### config.mk
export PLATFORM = sky130hd
export DESIGN_NAME = positional_list_store
export DESIGN_NICKNAME = d
export VERILOG_FILES = /design/src/design/pls_pkg.sv /design/src/design/positional_list_store.sv
export SDC_FILE = /design/constraint.sdc
export NUM_CORES = 1
export LEC_CHECK = 0
export CAP_MARGIN = 30
export CORE_MARGIN = 5
export CORE_UTILIZATION = 33
export CTS_CLUSTER_SIZE = 8
export DETAILED_ROUTE_END_ITERATION = 10
export DONT_BUFFER_PORTS = 1
export HOLD_SLACK_MARGIN = 0.15
export PLACE_DENSITY = 0.44
export SKIP_CTS_REPAIR_TIMING = 1
export SLEW_MARGIN = 0
export SYNTH_ARGS = -nofsm -noshare
export SYNTH_HDL_FRONTEND = slang
export SYNTH_SLANG_ARGS = --single-unit
### constraint.sdc
create_clock -name clk -period 6.65 [get_ports clk]
set_clock_uncertainty 0.15 [all_clocks]
set_input_delay 0.9975 -clock clk [delete_from_list [all_inputs] [get_ports clk]]
set_output_delay 0.9975 -clock clk [all_outputs]
set_load 0.05 [all_outputs]
### src/design/pls_pkg.sv
`timescale 1ns / 1ps
// ----------------------------------------------------------------------------
// pls_pkg
// Request kinds and status codes shared by the positional list store.
// ----------------------------------------------------------------------------
package pls_pkg;

    // request kind carried on req_type
    typedef enum logic [1:0] {
        REQ_INSERT = 2'd0,
        REQ_DELETE = 2'd1,
        REQ_READ   = 2'd2
    } req_kind_t;

    // status code returned with every result
    typedef enum logic [1:0] {
        ST_OK     = 2'd0,
        ST_FULL   = 2'd1,
        ST_EMPTY  = 2'd2,
        ST_BADPOS = 2'd3
    } status_t;

    // fixed field widths of the request and result ports
    localparam int REQ_W   = 2;
    localparam int POS_W   = 5;
    localparam int DATA_W  = 32;
    localparam int COUNT_W = 5;

endpackage

### src/design/positional_list_store.sv
`timescale 1ns / 1ps
// ----------------------------------------------------------------------------
// positional_list_store
// Bounded ordered list of data words addressed by 1-based position, with
// insert, delete and read requests. Every entry register shifts or holds in
// parallel, so one request is handled per cycle.
// ----------------------------------------------------------------------------
//  channel   | signals                             | transfer when
//  ----------+-------------------------------------+----------------------------
//  request   | start, busy, req_type, position,    | start high and busy low
//            | value_in                            |
//  result    | done, status, value_out, count      | every cycle done is high
//
//  A request is registered at the edge that takes it in and its result is
//  registered in the next cycle, in the result register that drives done,
//  status, value_out and count.
//  busy is always low; a new request may follow in every cycle.
//  The entry registers shift in parallel under compare against the position,
//  so the whole list updates at once.
//  Reset clears the length and the valid flags; entry contents are not reset.
//  The receiver cannot stall; each result is shown for exactly one cycle.
// ----------------------------------------------------------------------------
module positional_list_store #(
    parameter int DEPTH       = 16,
    parameter int VALUE_WIDTH = 32
) (
    input  logic                               clk,
    input  logic                               rst_n,
    input  logic                               start,
    output logic                               busy,
    input  logic [pls_pkg::REQ_W-1:0]          req_type,
    input  logic [pls_pkg::POS_W-1:0]          position,
    input  logic [pls_pkg::DATA_W-1:0]         value_in,
    output logic                               done,
    output logic [1:0]                         status,
    output logic [pls_pkg::DATA_W-1:0]         value_out,
    output logic [pls_pkg::COUNT_W-1:0]        count
);

    localparam int LEN_W = $clog2(DEPTH + 1);
    localparam int IDX_W = (DEPTH > 1) ? $clog2(DEPTH) : 1;
    localparam int CMP_W = ((LEN_W > pls_pkg::POS_W) ? LEN_W : pls_pkg::POS_W) + 1;

    // input register
    logic                        in_valid_reg;
    pls_pkg::req_kind_t          kind_reg;
    logic [pls_pkg::POS_W-1:0]   pos_reg;
    logic [VALUE_WIDTH-1:0]      word_reg;

    // list state
    logic [VALUE_WIDTH-1:0]      entries_reg  [DEPTH];
    logic [VALUE_WIDTH-1:0]      entries_next [DEPTH];
    logic [LEN_W-1:0]            length_reg;
    logic [LEN_W-1:0]            length_next;

    // result register
    logic                        done_reg;
    pls_pkg::status_t            status_reg;
    pls_pkg::status_t            status_next;
    logic [pls_pkg::DATA_W-1:0]  rdata_reg;
    logic [pls_pkg::DATA_W-1:0]  rdata_next;
    logic [pls_pkg::COUNT_W-1:0] count_reg;

    // decode helpers
    logic [CMP_W-1:0]            length_ext;
    logic [CMP_W-1:0]            pos_ext;
    logic [CMP_W-1:0]            pos_m1;
    logic [IDX_W-1:0]            pos_idx;
    logic                        ins_ok;
    logic                        del_ok;

    assign busy = 1'b0;

    // request capture
    always_ff @(posedge clk or negedge rst_n)
    begin
        if (!rst_n)
        begin
            in_valid_reg <= 1'b0;
        end
        else
        begin
            in_valid_reg <= start;
        end
    end

    always_ff @(posedge clk)
    begin
        if (start)
        begin
            kind_reg <= pls_pkg::req_kind_t'(req_type);
            pos_reg  <= position;
            word_reg <= VALUE_WIDTH'(value_in);
        end
    end

    // range checks against the current length
    assign length_ext = CMP_W'(length_reg);
    assign pos_ext    = CMP_W'(pos_reg);
    assign pos_m1     = pos_ext - CMP_W'(1);
    assign pos_idx    = IDX_W'(pos_m1);

    // request decode
    always_comb
    begin
        status_next = pls_pkg::ST_BADPOS;
        rdata_next  = '0;
        length_next = length_reg;
        ins_ok      = 1'b0;
        del_ok      = 1'b0;
        if (in_valid_reg)
        begin
            unique case (kind_reg) inside
                pls_pkg::REQ_INSERT:
                begin
                    if (length_ext >= CMP_W'(DEPTH))
                    begin
                        status_next = pls_pkg::ST_FULL;
                    end
                    else if (pos_ext == '0 || pos_ext > length_ext + CMP_W'(1))
                    begin
                        status_next = pls_pkg::ST_BADPOS;
                    end
                    else
                    begin
                        status_next = pls_pkg::ST_OK;
                        ins_ok      = 1'b1;
                        length_next = length_reg + LEN_W'(1);
                    end
                end
                pls_pkg::REQ_DELETE, pls_pkg::REQ_READ:
                begin
                    if (length_reg == '0)
                    begin
                        status_next = pls_pkg::ST_EMPTY;
                    end
                    else if (pos_ext == '0 || pos_ext > length_ext)
                    begin
                        status_next = pls_pkg::ST_BADPOS;
                    end
                    else if (kind_reg == pls_pkg::REQ_DELETE)
                    begin
                        status_next = pls_pkg::ST_OK;
                        del_ok      = 1'b1;
                        length_next = length_reg - LEN_W'(1);
                    end
                    else
                    begin
                        status_next = pls_pkg::ST_OK;
                        rdata_next  = pls_pkg::DATA_W'(entries_reg[pos_idx]);
                    end
                end
                default:
                begin
                    status_next = pls_pkg::ST_BADPOS;
                end
            endcase
        end
    end

    // per-slot shift: up on insert, down on delete, hold otherwise
    for (genvar i = 0; i < DEPTH; i++)
    begin : g_slot
        logic [VALUE_WIDTH-1:0] below;
        logic [VALUE_WIDTH-1:0] above;

        if (i > 0)
        begin : g_below
            assign below = entries_reg[i-1];
        end
        else
        begin : g_below_none
            assign below = entries_reg[i];
        end

        if (i < DEPTH - 1)
        begin : g_above
            assign above = entries_reg[i+1];
        end
        else
        begin : g_above_none
            assign above = entries_reg[i];
        end

        always_comb
        begin
            entries_next[i] = entries_reg[i];
            if (ins_ok)
            begin
                if (CMP_W'(i) == pos_m1)
                begin
                    entries_next[i] = word_reg;
                end
                else if (CMP_W'(i) > pos_m1)
                begin
                    entries_next[i] = below;
                end
            end
            else if (del_ok && CMP_W'(i) >= pos_m1)
            begin
                entries_next[i] = above;
            end
        end

        always_ff @(posedge clk)
        begin
            entries_reg[i] <= entries_next[i];
        end
    end

    // length and result registers
    always_ff @(posedge clk or negedge rst_n)
    begin
        if (!rst_n)
        begin
            length_reg <= '0;
            done_reg   <= 1'b0;
        end
        else
        begin
            length_reg <= length_next;
            done_reg   <= in_valid_reg;
        end
    end

    always_ff @(posedge clk)
    begin
        if (in_valid_reg)
        begin
            status_reg <= status_next;
            rdata_reg  <= rdata_next;
            count_reg  <= pls_pkg::COUNT_W'(length_next);
        end
    end

    assign done      = done_reg;
    assign status    = status_reg;
    assign value_out = rdata_reg;
    assign count     = count_reg;

endmodule
==> results.py, run 1 <==
metrics = {
    "grt": {
        "use_met2": 0.313,
        "grt_first_pass_wirelength_um": 154000,
        "busiest_layer": "met2",
        "grt-ovfl-total": 0,
        "gr-usage-all-layers": 0.195,
        "met1_usage": 0.276,
        "grt_max_degree": 255,
        "met3_usage": 0.0343,
        "grt_pass1_vias": 21784,
        "antenna_found_initial": 2,
    },
    "sta": {
        "hold_viol_final": 0,
        "rsz0062_at_grt": "no",
        "slew_violations": 0,
        "holdWs_ns": 0.302,
        "fmax_ghz": 0.221,
        "worst_slack_ns": 2.12,
        "relSlewSlack": 0.238,
        "final.min_clock_period_ns": 4.53,
        "finalSetupTns_ns": 0,
        "tightest_slew_ns": 1.14,
        "post-route-period-util": 0.682,
        "finalSetupViolations": 0,
    },
    "routing": {
        "via_per_inst": 5.64,
        "drtPass1Iterations": 5,
        "ant_nets": 0,
        "drt_wl_total_um": 106000,
        "routed-via-count": 21636,
        "dr.first_iter.drc_count": 2052,
        "wire_per_inst_um": 27.7,
        "drc": 0,
    },
    "layout": {
        "finalInstanceArea_um2": 36800,
        "antenna-diode-count": 0,
        "largest_register_ffs": 512,
        "synthToLayoutAreaGrowth_pct": 11.0,
        "layout_commonest_cell": "edfxtp_1",
        "nNetsFinal": 2582,
        "drive_gt1_frac": 0.161,
        "fill_cells": 9510,
        "final_cell_mix": "edfxtp_1 (590), nand2_1 (468), mux2i_1 (450)",
        "final_util": 0.368,
    },
    "place": {
        "placed_area_um2": 34500,
        "dp_slack_ns": 1.93,
        "portBuffers": 0,
        "hpwlAfterDp_um": 56300,
        "gp_congestion": 0.782,
    },
    "clock_tree": {
        "htreeDepth": 3,
        "cts_made_buffers": 85,
        "clk_pin_slew_ns": 0.07,
        "cts_sinks": 597,
        "cts_root_buf": "clkbuf_16",
        "clk_latency_ns": 0.64,
        "tritoncts": "built",
        "cts.path.max_buffers": 3,
    },
    "synthesis": {
        "ys_warn_count": 0,
        "ys_types": 62,
        "synth_edf_count": 590,
        "syn_nets": 2676,
        "synthFlopType": "edfxtp_1",
        "syn_inst": 2615,
        "avgSynthCellArea_um2": 12.7,
        "synth_seq_cells": 597,
        "netlist_area_um2": 33100,
        "netlist.area_leader.share": 0.535,
        "ys_seq_area_frac": 0.540,
        "yosysTopAreaCell": "edfxtp_1",
        "async_reset_ff_frac": 0.0117,
        "synthTopCellsByArea": "edfxtp_1 (53%), mux2i_1 (14%), mux4_2 (11%)",
    },
    "floorplan": {
        "start_util": 0.332,
        "die_w_um": 327,
        "rows": 116,
        "pin_count": 83,
        "core_region_area_um2": 99900,
        "dieArea_um2": 107000,
        "dieHeight_um": 327,
    },
    "power": {
        "p_per_area_nw_per_um2": 253,
        "p_leak_nw": 14.5,
        "power.switching_mw": 2.39,
        "swShare": 0.257,
        "clockPowerShare": 0.422,
        "vdd_drop_max_mv": 0.177,
        "combPwrFrac": 0.106,
        "power.internal_mw": 6.91,
        "p_seq_frac": 0.472,
    },
    "setup_path": {
        "crit_type": "register to register",
        "max_stage_delay_ns": 0.82,
        "crit_path_cell_trace": "inv_1 > ha_4 > nor4b_2 > or4b_1 > o22ai_2 > nand2_1 > a21bo_2 > nor2_4 > buf_4",
        "cpMaxStageDelayCell": "nor2_4",
        "worstPathMaxFanout": 17,
        "r2r_setup_slack_ns": 2.12,
        "critPathLaunchType": "register",
        "required_ns": 6.78,
        "arrival_ns": 4.66,
        "crit_path_end_kind": "register",
    },
    "run": {
        "cap_violations": 0,
    },
    "hold_path": {
        "hold_class": "input pin to register",
    },
    "run_status": {
        "outcome": "finished, final reports clean",
    },
}
[synthesized netlist by cell type (7+ instances only)]
library cell	n
nor2_1	14
nand3_1	9
buf_4	9
buf_2	86
mux2_2	64
nand2_1	474
xnor2_1	7
inv_1	14
nor2b_1	39
mux2i_1	450
ha_1	19
mux4_2	160
dfrtp_1	7
buf_1	10
nand2b_1	7
nor3_1	9
buf_6	8
clkbuf_1	121
o21ai_1	81
o21ai_0	371
a21oi_1	7
edfxtp_1	590
[per-stage QoR]
step	power, mW	std cells
finish	9.30	3834
global route	9.66	3834
CTS	9.45	3832
detailed placement	5.45	3730
global placement	5.44	3721
floorplan	5.11	2615
[layout make-up]
type	instances	area, µm²	share of cell area
repair buffers	53	634	0.0173
inverters	14	52.6	0.00143
flip-flops and latches	597	17900	0.487
clock buffers	94	2160	0.0588
clock inverters	8	67.6	0.00184
well taps	1298	1620	0.0442
multi-input cells	1770	14300	0.390
[final timing paths]
path,start,end,cells after the start
setup / recovery,pos_reg[1],entries_reg[3][18],9
hold / removal,value_in[0],word_reg[0],0
setup reg to reg,pos_reg[1],entries_reg[3][18],9
hold reg to reg,entries_reg[15][18],entries_reg[14][18],2
max in group asynchronous,rst_n,in_valid_reg,1
min in group asynchronous,rst_n,length_reg[0],1
[critical path, delay by kind of cell, from the launching register on]
kind,cells,cell delay (ns)
AO/OA/AOI/OAI,2,0.68
adder cells (fa/ha/maj),1,0.26
buffers and inverters,2,0.72
flip-flops,1,0.61
AND/OR/NAND/NOR,4,1.71
[logic make-up (layout without fill, tap and decap cells)]
kind of cell	Yosys count	after routing	share of synthesized area
other	1	1	0.000113
multiplexers	674	674	0.267
AO/OA/AOI/OAI	492	492	0.0778
adder cells (fa/ha/maj)	19	19	0.00718
buffers and inverters	248	169	0.0342
XOR/XNOR	7	7	0.00185
flip-flops	597	597	0.540
AND/OR/NAND/NOR	577	577	0.0723
[power groups by stage]
stage               logic (mW)  clock network, mW  registers (mW)
floorplan                0.723                  0            4.39
global placement         0.978                  0            4.46
detailed placement       0.990                  0            4.46
CTS                      0.993               4.06            4.39
global route              1.05               4.21            4.40
finish                   0.986               3.92            4.39
[routing by layer]
| metal | up-vias | wire length, µm |
|---|---|---|
| met5 | - | 10 |
| met4 | 2 | 2610 |
| met3 | 174 | 5950 |
| met2 | 685 | 49600 |
| met1 | 11093 | 48200 |
| li1 | 9682 | - |
No activity file was read; power rests on OpenSTA's default activity.
==> run 2, diff against run 1 <==
- ABC_AREA: not set -> 1
- clock period: 6.65 -> 4.5 ns (I/O delays scaled with it)
==> run 2 against run 1 <==
  * First-iteration DRC count grew 58%
  * Clock power grew 53%
  * Cell area grew 5.1%
==> results.py, run 2 <==
metrics = {
    "run_status": {
        "outcome": "finished, final reports clean",
    },
    "synthesis": {
        "synth_edf_count": 590,
        "netlist.area_leader.share": 0.518,
        "yosysMostFrequentCell": "nand2_1",
        "synthTopCellsByArea": "edfxtp_1 (52%), nand2_1 (14%), o21ai_0 (13%)",
        "yosysTopAreaCell": "edfxtp_1",
        "netlist_area_um2": 34200,
        "synth_seq_cells": 597,
        "synth.top_cells.by_count": "nand2_1 (1298), o21ai_0 (912), edfxtp_1 (590), inv_1 (396), o211ai_1 (230)",
        "async_reset_ff_frac": 0.0117,
        "syn_nets": 4224,
        "syn_inst": 4163,
        "ys_seq_area_frac": 0.523,
        "avgSynthCellArea_um2": 8.21,
        "ys_warn_count": 0,
        "ys_types": 31,
        "synthFlopType": "edfxtp_1",
    },
    "clock_tree": {
        "clk_pin_slew_ns": 0.06,
        "cts_made_buffers": 86,
        "htreeDepth": 3,
        "cts_sinks": 597,
        "clk_latency_ns": 0.66,
        "cts_root_buf": "clkbuf_16",
        "tritoncts": "built",
        "cts.path.max_buffers": 3,
    },
    "sta": {
        "relSlewSlack": 0.314,
        "post-route-period-util": 0.916,
        "tightest_slew_ns": 1.03,
        "hold_viol_final": 0,
        "fmax_ghz": 0.243,
        "final.min_clock_period_ns": 4.12,
        "finalSetupViolations": 0,
        "worst_slack_ns": 0.378,
        "holdWs_ns": 0.171,
        "rsz0062_at_grt": "no",
        "slew_violations": 0,
    },
    "power": {
        "power.switching_mw": 4.89,
        "clockPowerShare": 0.385,
        "vdd_drop_max_mv": 0.238,
        "p_per_area_nw_per_um2": 403,
        "power.internal_mw": 10.7,
        "p_seq_frac": 0.441,
        "power_mw": 15.6,
        "swShare": 0.314,
        "combPwrFrac": 0.175,
        "p_leak_nw": 15.7,
    },
    "floorplan": {
        "rows": 118,
        "pin_count": 83,
        "core_region_area_um2": 103000,
        "start_util": 0.331,
        "dieHeight_um": 332,
        "dieArea_um2": 110000,
        "die_w_um": 332,
    },
    "grt": {
        "grt_pass1_vias": 26965,
        "grt-ovfl-total": 0,
        "antenna_found_initial": 5,
        "grt_first_pass_wirelength_um": 190000,
        "gr-usage-all-layers": 0.228,
        "grt_max_degree": 182,
    },
    "routing": {
        "dr.first_iter.drc_count": 3248,
        "via_per_inst": 5.37,
        "met3WireLength_um": 8050,
        "drc": 0,
        "routed-via-count": 29337,
        "drtPass1Iterations": 6,
        "maxUsedRoutingLayer": "met5",
        "wire_per_inst_um": 23.9,
        "drt_wl_total_um": 131000,
        "met1Wirelength_um": 61500,
        "met2_length_um": 59100,
        "ant_nets": 0,
    },
    "setup_path": {
        "worstPathMaxFanout": 18,
        "r2r_cells": 9,
        "crit_type": "register to register",
        "critPathLaunchType": "register",
        "crit_path_end_kind": "register",
        "arrival_ns": 4.32,
        "required_ns": 4.69,
    },
    "layout": {
        "finalInstanceArea_um2": 38600,
        "nNetsFinal": 4116,
        "synthToLayoutAreaGrowth_pct": 13.1,
        "layout_commonest_cell": "nand2_1",
        "final_util": 0.374,
        "drive_gt1_frac": 0.0606,
        "final_cell_mix": "nand2_1 (1289), o21ai_0 (911), edfxtp_1 (590)",
        "largest_register_ffs": 512,
    },
    "place": {
        "placed_area_um2": 35900,
        "portBuffers": 0,
        "gp_congestion": 0.794,
        "hpwlAfterDp_um": 75700,
        "dp_slack_ns": 0.383,
    },
    "run": {
        "cap_violations": 0,
    },
    "hold_path": {
        "hold_class": "input pin to register",
        "holdPathStages": 1,
    },
}
-- run 2: logic make-up after synthesis --
logic type / synth area share
adders and majority gates: 0.00695
and+or+nand+nor: 0.162
xor gates and xnor gates: 0.00102
other: 0.000110
buffers and inverters: 0.0844
AOI/OAI and AO/OA: 0.223
DFF: 0.523
-- run 2: area by class of cell --
| type | instances | area [µm²] |
|---|---|---|
| tap | 1380 | 1730 |
| sequential | 597 | 17900 |
| clock inverter | 8 | 90.1 |
| antenna | 1 | 2.50 |
| clock buffer | 103 | 2220 |
| multi-input combinational | 2830 | 13700 |
| timing repair buffer | 139 | 1520 |
| fill | 10726 | 64600 |
| inverter | 401 | 1520 |
-- run 2: per-layer routing --
| metal | vias to the layer above | GRT usage |
|---|---|---|
| li1 | 13967 | - |
| met1 | 14257 | 0.335 |
| met2 | 981 | 0.365 |
| met3 | 130 | 0.0306 |
| met4 | 2 | 0.0414 |
| met5 | - | 0 |
-- run 2: worst max-delay path, stage by stage (launching register included) --
cell and delay [ns]:
edfxtp_1 0.51, inv_4 0.32, ha_4 0.26, nor2_1 0.09, nor2_4 0.58, nand2_2 0.25, nor2_4 0.24, nand3_1 0.42
nor2_4 0.69, buf_12 0.26
-- run 2: path summary, 6_finish.rpt --
kind                       slack (ns)                from            endpoint
setup / recovery                 0.38          pos_reg[0]  entries_reg[1][31]
hold / removal                   0.17               start        in_valid_reg
setup reg to reg                 0.38          pos_reg[0]  entries_reg[1][31]
hold reg to reg                  0.42  entries_reg[6][24]  entries_reg[5][24]
max in group asynchronous        3.61               rst_n        in_valid_reg
min in group asynchronous        0.25               rst_n       length_reg[0]
-- run 2: through the flow --
| stage | TNS (ns) | cells |
|---|---|---|
| 6_report | 0 | 5459 |
| 2_1_floorplan | -0.629 | 4163 |
| 3_3_place_gp | 0 | 5303 |
| 3_5_place_dp | 0 | 5305 |
| 4_1_cts | 0 | 5416 |
| 5_1_grt | 0 | 5458 |
-- run 2: power groups by stage --
stage          Clock, mW  Sequential, mW  Combinational, mW
3_3_place_gp           0            6.97               2.65
5_1_grt             6.38            6.89               3.01
2_1_floorplan          0            6.83               1.74
3_5_place_dp           0            6.97               2.65
6_report            6.00            6.87               2.72
4_1_cts             6.16            6.86               2.66
==> run 3, diff against run 2 <==
- BUFFER_PORTS_ARGS: not set -> -buffer_cell sky130_fd_sc_hd__buf_4
- DONT_BUFFER_PORTS: 1 -> not set
==> run 3 against run 2 <==
  * Die area is the same
  * Non-clock buffer count grew 73
  * Core utilization is 0.64 points higher
  * Global-route usage is 0.20 points higher
  * Register-to-register slack improved by 0.13 ns
  * Power rose by 0.53%
  * Maximum frequency is 3.2% higher
  * Count of clock-buffer cells in the layout rose by 4
  * First-iteration DRC count is 3.4% lower
  * Critical path type unchanged
  * Critical endpoint is now entries_reg[3][15]
  * Largest cell class unchanged
  * Largest power group unchanged
  * Highest routed layer is now met4
==> results.py, run 3 (synthesis results as in run 2) <==
metrics = {
    "run": {
        "cap_violations": 0,
    },
    "layout": {
        "finalInstanceArea_um2": 39300,
        "final_util": 0.381,
        "largest_register_ffs": 512,
        "fill_cells": 10679,
        "synthToLayoutAreaGrowth_pct": 15.0,
        "regArea_um2": 17900,
        "final_cell_mix": "nand2_1 (1289), o21ai_0 (911), edfxtp_1 (590)",
        "multi_input_area_um2": 13700,
        "layout_commonest_cell": "nand2_1",
        "nNetsFinal": 4188,
        "drive_gt1_frac": 0.0766,
    },
    "power": {
        "power.switching_mw": 4.90,
        "p_per_area_nw_per_um2": 399,
        "swShare": 0.313,
        "power_mw": 15.7,
        "power.internal_mw": 10.8,
        "p_seq_frac": 0.426,
        "vdd_drop_max_mv": 0.266,
        "p_leak_nw": 16.1,
        "clockPowerShare": 0.380,
        "combPwrFrac": 0.193,
    },
    "sta": {
        "fmax_ghz": 0.250,
        "holdWs_ns": 0.241,
        "finalSetupViolations": 0,
        "rsz0062_at_grt": "no",
        "tightest_slew_ns": 1.08,
        "hold_viol_final": 0,
        "slew_violations": 0,
        "final.min_clock_period_ns": 4.00,
        "relSlewSlack": 0.278,
        "post-route-period-util": 0.888,
    },
    "routing": {
        "met2_length_um": 57800,
        "dr.first_iter.drc_count": 3138,
        "via_per_inst": 5.39,
        "met1Wirelength_um": 62000,
        "drt_wl_total_um": 132000,
        "maxUsedRoutingLayer": "met4",
        "drc": 0,
        "routed-via-count": 29802,
        "drtPass1Iterations": 6,
        "wire_per_inst_um": 23.9,
        "met3WireLength_um": 8600,
        "ant_nets": 0,
    },
    "floorplan": {
        "dieHeight_um": 332,
        "start_util": 0.331,
        "core_region_area_um2": 103000,
        "pin_count": 83,
        "die_w_um": 332,
        "dieArea_um2": 110000,
        "rows": 118,
    },
    "setup_path": {
        "crit_path_end_kind": "register",
        "worst-path-buf-inv": 5,
        "crit_path_cell_trace": "ha_1 > nand2_1 > inv_1 > nor2_1 > inv_1 > ha_1 > nand2_1 > inv_1 > nand2_1 > nand2_1 > nand2_1 > nand2_1 > nand2_1 > nand4_2 > nand2_1 > nand3_1 > inv_2 > buf_12",
        "worstPathMaxFanout": 22,
        "arrival_ns": 4.16,
        "crit_type": "register to register",
        "crit_family": "simple AND/OR/NAND/NOR gates",
        "critPathLaunchType": "register",
        "cpMostUsedCell": "nand2_1",
        "max_stage_delay_ns": 0.54,
        "cpMaxStageDelayCell": "inv_2",
        "required_ns": 4.67,
    },
    "clock_tree": {
        "cts_root_buf": "clkbuf_16",
        "htreeDepth": 3,
        "clk_pin_slew_ns": 0.06,
        "cts_made_buffers": 85,
        "cts.path.max_buffers": 3,
        "tritoncts": "built",
        "clk_latency_ns": 0.65,
        "cts_sinks": 597,
    },
    "grt": {
        "grt_max_degree": 235,
        "gr-usage-all-layers": 0.230,
        "antenna_found_initial": 3,
        "grt_pass1_vias": 27372,
        "grt_first_pass_wirelength_um": 190000,
        "grt-ovfl-total": 0,
    },
    "place": {
        "portBuffers": 81,
        "gp_congestion": 0.791,
        "hpwlAfterDp_um": 75100,
        "placed_area_um2": 36600,
    },
    "run_status": {
        "outcome": "finished, final reports clean",
    },
    "hold_path": {
        "hold_class": "input pin to asynchronous set/reset pin",
    },
}
-- run 3: changes by cell type in the layout (fill, tap and decap cells not counted), sizes merged --
cell / previous run / this run
bufinv: 1 / 0
buf: 99 / 172
diode: 1 / 2
clkbuf: 103 / 107
inv: 405 / 403
-- run 3: per-layer routing --
metal | vias to the layer above | global-route usage
li1 | 14105 | -
met1 | 14466 | 0.340
met2 | 1033 | 0.354
met3 | 198 | 0.0317
met4 | 0 | 0.0644
met5 | - | 0
-- run 3: worst paths after layout --
check / start / endpoint / slack [ns] / cells after the start
setup / recovery: length_reg[0] / entries_reg[3][15] / 0.50 / 18
hold / removal: rst_n / done / 0.24 / 2
setup reg to reg: length_reg[0] / entries_reg[3][15] / 0.50 / 18
hold reg to reg: entries_reg[6][22] / entries_reg[5][22] / 0.42 / 2
max in group asynchronous: rst_n / in_valid_reg / 3.80 / 2
min in group clk: entries_reg[6][22] / entries_reg[5][22] / 0.42 / 2
-- run 3: through the flow --
stage | worst slack, ns | setup TNS (ns) | cells
after global routing | 0.314 | 0 | 5532
after global placement | 0.518 | 0 | 5380
after CTS | 0.544 | 0 | 5492
after detailed placement | 0.576 | 0 | 5380
final | 0.505 | 0 | 5534
after floorplan | -0.0197 | -0.629 | 4163
-- run 3: final cells by class --
class                           instances  share of cell area
Inverter                              401              0.0386
Tap cell                             1380              0.0439
Clock buffer                          107              0.0573
Clock inverter                          5             0.00137
Multi-Input combinational cell       2830               0.348
Antenna cell                            2            0.000127
Timing Repair Buffer                  212              0.0554
Sequential cell                       597               0.455
-- run 3: power groups by stage --
stage | clock (mW) | sequential, mW | combinational [mW]
final | 5.96 | 6.68 | 3.03
after detailed placement | 0 | 6.78 | 2.98
after global routing | 6.35 | 6.70 | 3.31
after global placement | 0 | 6.79 | 2.99
after floorplan | 0 | 6.83 | 1.74
after CTS | 6.15 | 6.68 | 2.99
